==> src/sv/isr_pkg.sv <==
// Shared types, constants and the two-bit restoring root step.
// Used by every module of the integer square root core; no dependencies.
package isr_pkg;

  localparam int unsigned DataW       = 32;
  localparam int unsigned RootW       = 16;
  localparam int unsigned RemW        = RootW + 1;
  localparam int unsigned NumSteps    = 16;
  localparam int unsigned StepsPerStg = 2;
  localparam int unsigned NumStages   = NumSteps / StepsPerStg;

  typedef struct packed {
    logic [DataW-1:0] value;
    logic [RemW-1:0]  rem;
    logic [RootW-1:0] root;
  } isr_data_t;

  // One restoring step: bring down a bit pair, try 4r+1 against the remainder.
  function automatic isr_data_t isr_step(isr_data_t d, logic [1:0] pair);
    logic [RootW-1:0] r_sh;
    logic [RemW-1:0]  trial;
    logic [RemW+1:0]  rem_c;
    isr_data_t        q;
    r_sh  = {d.root[RootW-2:0], 1'b0};
    trial = {r_sh, 1'b1};
    rem_c = {d.rem, pair};
    q     = d;
    if (rem_c >= {2'b00, trial}) begin
      q.root = r_sh | RootW'(1);
      q.rem  = RemW'(rem_c - {2'b00, trial});
    end else begin
      q.root = r_sh;
      q.rem  = rem_c[RemW-1:0];
    end
    return q;
  endfunction

endpackage

==> src/sv/isr_stage.sv <==
// One pipeline stage of the root recurrence: two restoring steps, registered.
// Depends on isr_pkg for the data type and the step function.
module isr_stage import isr_pkg::*; #(
  parameter int unsigned StageIdx = 0
) (
  input  logic      clk_i,
  input  logic      rst_ni,
  input  logic      en_i,
  input  logic      valid_i,
  input  isr_data_t data_i,
  output logic      valid_o,
  output isr_data_t data_o
);

  localparam int unsigned HiBit0 = DataW - 1 - 2 * StepsPerStg * StageIdx;
  localparam int unsigned HiBit1 = HiBit0 - 2;

  isr_data_t mid, data_d, data_q;
  logic      valid_q;

  always_comb begin
    mid    = isr_step(data_i, data_i.value[HiBit0 -: 2]);
    data_d = isr_step(mid, data_i.value[HiBit1 -: 2]);
  end

  always_ff @(posedge clk_i or negedge rst_ni) begin
    if (!rst_ni) begin
      valid_q <= 1'b0;
    end else if (en_i) begin
      valid_q <= valid_i;
    end
  end

  // Payload needs no reset; hold it while stalled.
  always_ff @(posedge clk_i) begin
    if (en_i) begin
      data_q <= data_d;
    end
  end

  assign valid_o = valid_q;
  assign data_o  = data_q;

endmodule

==> src/sv/isr_round.sv <==
// Final stage: round the floor root; pass through 0, 1 and top-bit-set values.
// Depends on isr_pkg. The remainder left by the recurrence is value - root^2.
module isr_round import isr_pkg::*; (
  input  logic             clk_i,
  input  logic             rst_ni,
  input  logic             en_i,
  input  logic             valid_i,
  input  isr_data_t        data_i,
  output logic             valid_o,
  output logic [DataW-1:0] root_o
);

  logic             pass_thru;
  logic [RootW:0]   r_ext;
  logic [RootW:0]   r_inc;
  logic [DataW-1:0] root_d, root_q;
  logic             valid_q;

  always_comb begin
    pass_thru = data_i.value[DataW-1] || (data_i.value <= DataW'(1));
    r_ext     = {1'b0, data_i.root};
    r_inc     = r_ext;
    // Round up when the remainder reaches root - 1.
    if ({{(RootW+1-RemW){1'b0}}, data_i.rem} >= (r_ext - (RootW+1)'(1))) begin
      r_inc = r_ext + (RootW+1)'(1);
    end
    root_d = pass_thru ? data_i.value : {{(DataW-RootW-1){1'b0}}, r_inc};
  end

  always_ff @(posedge clk_i or negedge rst_ni) begin
    if (!rst_ni) begin
      valid_q <= 1'b0;
    end else if (en_i) begin
      valid_q <= valid_i;
    end
  end

  always_ff @(posedge clk_i) begin
    if (en_i) begin
      root_q <= root_d;
    end
  end

  assign valid_o = valid_q;
  assign root_o  = root_q;

endmodule

==> src/sv/integer_square_root_rounded_core.sv <==
// Top level of the rounded integer square root core.
// Depends on isr_pkg, isr_stage and isr_round.
//
//  Channel  | Direction | Payload (low bit up)     | Handshake
//  s_axis   | in        | tdata[31:0] = value      | tvalid / tready
//  m_axis   | out       | tdata[31:0] = root       | tvalid / tready
//
// One operand enters per cycle while the pipeline advances; each result passes
// through eight stages of two root steps each, then one rounding stage.
// Reset clears only the valid bits of the stages and the output.
// The whole pipeline advances together; it holds only while a result waits
// at the output and m_axis_tready is low, and bubbles stay in place while it holds.
module integer_square_root_rounded_core import isr_pkg::*; (
  input  logic             clk_i,
  input  logic             rst_ni,
  input  logic             s_axis_tvalid,
  output logic             s_axis_tready,
  input  logic [DataW-1:0] s_axis_tdata,   // [31:0] value
  output logic             m_axis_tvalid,
  input  logic             m_axis_tready,
  output logic [DataW-1:0] m_axis_tdata    // [31:0] root
);

  logic      advance;
  logic      stg_valid [NumStages+1];
  isr_data_t stg_data  [NumStages+1];

  assign advance       = !m_axis_tvalid || m_axis_tready;
  assign s_axis_tready = advance;

  assign stg_valid[0] = s_axis_tvalid;
  assign stg_data[0]  = '{value: s_axis_tdata, rem: '0, root: '0};

  for (genvar g = 0; g < NumStages; g++) begin : g_stage
    isr_stage #(
      .StageIdx (g)
    ) u_stage (
      .clk_i   (clk_i),
      .rst_ni  (rst_ni),
      .en_i    (advance),
      .valid_i (stg_valid[g]),
      .data_i  (stg_data[g]),
      .valid_o (stg_valid[g+1]),
      .data_o  (stg_data[g+1])
    );
  end

  isr_round u_round (
    .clk_i   (clk_i),
    .rst_ni  (rst_ni),
    .en_i    (advance),
    .valid_i (stg_valid[NumStages]),
    .data_i  (stg_data[NumStages]),
    .valid_o (m_axis_tvalid),
    .root_o  (m_axis_tdata)
  );

endmodule

==> config.mk <==
export PLATFORM = sky130hd
export DESIGN_NAME = integer_square_root_rounded_core
export DESIGN_NICKNAME = d
export VERILOG_FILES = /design/src/sv/isr_pkg.sv /design/src/sv/isr_stage.sv /design/src/sv/isr_round.sv /design/src/sv/integer_square_root_rounded_core.sv
export SDC_FILE = /design/constraint.sdc
export NUM_CORES = 1
export LEC_CHECK = 0
export BUFFER_PORTS_ARGS = -buffer_cell sky130_fd_sc_hd__buf_2
export CELL_PAD_IN_SITES_DETAIL_PLACEMENT = 0
export CELL_PAD_IN_SITES_GLOBAL_PLACEMENT = 1
export CORE_MARGIN = 2
export CORE_UTILIZATION = 50
export DETAILED_ROUTE_END_ITERATION = 7
export PLACE_DENSITY = 0.86
export SLEW_MARGIN = 10
export SYNTH_ARGS = -nofsm -noshare
export SYNTH_HDL_FRONTEND = slang
export SYNTH_HIERARCHICAL = 1
export SYNTH_SLANG_ARGS = --single-unit
export TNS_END_PERCENT = 30
==> constraint.sdc <==
create_clock -name clk_i -period 19.4 [get_ports clk_i]
set_input_delay 0 -clock clk_i [delete_from_list [all_inputs] [get_ports clk_i]]
set_output_delay 0 -clock clk_i [all_outputs]
set_load 0.02 [all_outputs]
### After elaboration in Yosys (flattened, before gate mapping)

Cells that the tools add are included.

| storage, ports and cells | value |
|---|---|
| flip-flop bits (word level) | 554 |
| input bits | 36 |
| output and inout port bits | 34 |
| logic and storage cells | 92 |

| operators by class | value |
|---|---|
| add/subtract/negate cells | 18 |
| magnitude comparators | 18 |
| muxes and demuxes | 18 |
| reduce and logical (&&, ||, !) cells | 3 |

Operator list:

| cell | count |
|---|---|
| $mux W33 | 16 |
| $ge A19 B17 Y1 | 15 |
| $sub A17 B17 Y17 | 15 |
| $mux W17 | 2 |
| $le A32 B1 Y1 const B | 1 |
| $add A16 B1 Y17 const B | 1 |
| $ge A17 B17 Y1 | 1 |
| $sub A16 B1 Y17 const B | 1 |
| $sub A2 B1 Y3 const B | 1 |
| $ge A2 B1 Y1 const B | 1 |
| $logic_or A1 B1 Y1 | 2 |
| $logic_not A1 Y1 | 1 |

### Depth between registers and ports, before layout

| depth | value |
|---|---|
| depth in word-level cells | 4 |
| depth in mapped cells | 22 |
| mapped depth without buffers | 20 |

### Modules after synthesis

Netlist, hierarchy kept.

Modules (own cells, without submodules):

| module | times used | cells each | area each (sq um) | sequential area each (sq um) |
|---|---|---|---|---|
| isr_stage | 8 | 367 | 4191.5 | 1976.9 |
| isr_round | 1 | 286 | 2552.4 | 985.9 |
| integer_square_root_rounded_core | 1 | 2 | 10.0 | 0.0 |

### Worst setup path before layout

OpenSTA, ideal clock, no wires.

| path | value |
|---|---|
| kind | input -> register |
| from | in m_axis_tready |
| to | reg g_stage[0].u_stage.valid_q |
| setup time | 0.139 ns |
| data arrival time | 15.311 ns |
| data required time | 19.261 ns |
| path slack | 3.950 ns |
| stages on the path | 2 |
| path buffers | 0 |
| cell sequence | nand2b_1 -> mux2_2 |

| between the ends | value |
|---|---|
| longest elaborated chain between the ends | 1 |

RTL lines:

| what | RTL line | RTL |
|---|---|---|
| from (decl) | integer_square_root_rounded_core.sv:20 | `input logic m_axis_tready,` |
| $logic_or A1 B1 Y1 | integer_square_root_rounded_core.sv:28 | `assign advance = !m_axis_tvalid \|\| m_axis_tready;` |
| to (signal assigned) | isr_stage.sv:30 | `valid_q <= valid_i;` |
| to (decl) | isr_stage.sv:19 | `logic valid_q;` |

Every way passes these cells.
A chain may end at the register's enable or synchronous reset.

==> impl_metrics.csv <==
group,metric,value,unit
setup_path,cp_slowest_stage_delay,0.76,ns
setup_path,endpoint_kind,"flop",
setup_path,category_of_the_most_critical_setup_path,"reg -> reg",
clock_network,postCtsSetupBuffers,0,
cells_and_area,finalNetCount,3702,
setup_path,timing.critical_path.fanout_max,28,
clock_network,cts_max_level,2,
hold_path,type_of_the_most_critical_hold_path,"in -> reg",
placed_design,port_buffers,69,
drt,initialDrtViolationCount,1966,
cells_and_area,multiInputGateArea,18500,sq um
cells_and_area,final_core_utilization,55.7,%
die,die_width,272,um
cells_and_area,total_inserted_antenna_cells,0,
job,drv.max_cap_violation_count,0,
grt,grt_start_max_net_pins,85,
grt,grt_pass1_vias,24300,
synthesis,mappedNetlistArea,35900,sq um
sta,timing.slew.headroom,26.0,%
die,floorplan.die_area,73900,sq um
drt,viasPerCell,5.81,
grt,global_route.usage.total,22.5,%
clock_network,clock_path_buffers,3,
sta,finalSetupTns,0,ns
sta,layout_setup_ws,13.60,ns
clock_network,tritoncts.num_buffers,58,
setup_path,cp.required,19.77,ns
drt,detailedRoute.firstPassIterationCount,7,
setup_path,timing.critical_path.buf_inv,1,
synthesis,synthesis.instances,3217,
grt,grt_overflow,0,
clock_network,postCtsResizedCells,0,
sta,timing_max_transition_violations_final,0,
die,placeableCoreArea,71200,sq um
die,start_util,50.4,%
clock_network,cts_tree,"done",
clock_network,numClockSinks,554,
clock_network,clock-root-buffer,"sky130_fd_sc_hd__clkbuf_16",
sta,finalCritPeriodShare,29.9,%
placed_design,detailedPlacementHpwl,64100,um
setup_path,cell_family_contributing_the_most_delay_on_the_critical_path,"compound AO/OA/AOI/OAI gates",
drt,dr_total_vias,25400,
die,num_io_pins,70,
clock_network,cts.clk_slew.worst_paths,0.06,ns
clock_network,clock_latency,0.65,ns
sta,slew_of_the_pin_with_the_lowest_slew_margin,1.11,ns
cells_and_area,fillerInstances,6028,
drt,post_detailed_route_count_of_antenna_violating_nets,0,
cells_and_area,drive_above_1_share,12.8,%
sta,fin_hold_ws,0.0691,ns
drt,drcViolationCount,0,
sta,skew,0.0479,ns
sta,fmax,172,MHz
setup_path,critical_path.cell_chain,"inv_1, ha_1, nand4_1, o221ai_1, a21o_4, a211o_1, nand2_1, o21ai_0, ha_1, nand3_1, o41ai_1, a21oi_1, a21oi_1, and4_1, o21ai_2, nand2_4, mux2_2",
sta,final-setup-viol-count,0,
sta,min_period,5.80,ns
outcome,outcome,"finished, final reports clean",
clock_network,postCtsHoldBufs,35,
synthesis,synth_warnings,6,
cells_and_area,layout_commonest_cell,"sky130_fd_sc_hd__edfxtp_1",
cells_and_area,area.sequential,16600,sq um
setup_path,crit_path_top_delay_cell,"sky130_fd_sc_hd__nand2_1",
cells_and_area,layout_common_cells,"sky130_fd_sc_hd__edfxtp_1, sky130_fd_sc_hd__ha_1, sky130_fd_sc_hd__nand2_1",
cells_and_area,layout-area-overhead-vs-synth,10.5,%
setup_path,timing.critical_path.arrival,6.17,ns
placed_design,placement.setup.worst_slack,13.65,ns
grt,global_route_wire_length_before_repair,133000,um
sta,rsz0062_at_grt,"false",
sta,hold_violations,0,
drt,routedWlPerCell,19.3,um
die,rows,98,
setup_path,timing.critical_path.from_type,"flop",
grt,antenna_violations_before_repair,2,
placed_design,place.gp.congestion,0.916,
die,chipHeight,272,um
drt,total_routed_wirelength,84500,um
synthesis,synth_area_per_cell,11.2,sq um
[metal layers]
layer | vias up | global-route usage [%] | wire [um]
li1 | 12500 | - | -
met1 | 12100 | 30.8 | 38000
met2 | 659 | 37.4 | 39700
met3 | 133 | 2.91 | 4270
met4 | 0 | 7.03 | 2560
met5 | - | 0 | 0
[through the flow]
stage	instances	instance area (sq um)
3_3_place_gp	4230	37400
5_1_grt	4372	39600
2_1_floorplan	3276	36100
6_report	4372	39600
4_1_cts	4372	39600
3_5_place_dp	4230	37400
[final cells by class]
| class | instances | share of cell area, % |
|---|---|---|
| Inverter | 189 | 1.79 |
| Sequential cell | 554 | 41.8 |
| Clock buffer | 65 | 3.73 |
| Tap cell | 950 | 3.00 |
| Timing Repair Buffer | 114 | 1.94 |
| Multi-Input combinational cell | 2458 | 46.6 |
| Clock inverter | 42 | 1.13 |
[state kept, by name (all words and copies together) (netlist names)]
signal / cells
u_round/root_o: 32
u_round/valid_o: 1
g_stage.u_stage/valid_o: 8
g_stage.u_stage/data_o: 513
[final timing paths]
check,from,to,slack (ns),cells after the start
max,g_stage[1].u_stage/data_o[7],g_stage[2].u_stage/data_o[32],13.60,17
min,s_axis_tdata[2],g_stage[0].u_stage/data_o[35],0.07,2
max reg2reg,g_stage[1].u_stage/data_o[7],g_stage[2].u_stage/data_o[32],13.60,17
min reg2reg,g_stage[5].u_stage/data_o[47],g_stage[6].u_stage/data_o[47],0.39,0
max in group asynchronous,rst_ni,g_stage[3].u_stage/valid_o,18.73,3
min in group asynchronous,rst_ni,g_stage[7].u_stage/valid_o,0.35,3
[worst reg2reg max path, cell delays in order, from the launching register on]
cell and delay [ns]:
sky130_fd_sc_hd__edfxtp_1 0.48, sky130_fd_sc_hd__inv_1 0.13, sky130_fd_sc_hd__ha_1 0.36, sky130_fd_sc_hd__nand4_1 0.19, sky130_fd_sc_hd__o221ai_1 0.19, sky130_fd_sc_hd__a21o_4 0.25
sky130_fd_sc_hd__a211o_1 0.31, sky130_fd_sc_hd__nand2_1 0.76, sky130_fd_sc_hd__o21ai_0 0.31, sky130_fd_sc_hd__ha_1 0.53, sky130_fd_sc_hd__nand3_1 0.14, sky130_fd_sc_hd__o41ai_1 0.39
sky130_fd_sc_hd__a21oi_1 0.10, sky130_fd_sc_hd__a21oi_1 0.40, sky130_fd_sc_hd__and4_1 0.27, sky130_fd_sc_hd__o21ai_2 0.09, sky130_fd_sc_hd__nand2_4 0.25, sky130_fd_sc_hd__mux2_2 0.40
Power is left out: the tool's default activity adds up to more than one toggle a clock period on the data nets, which glitch-free logic cannot reach.
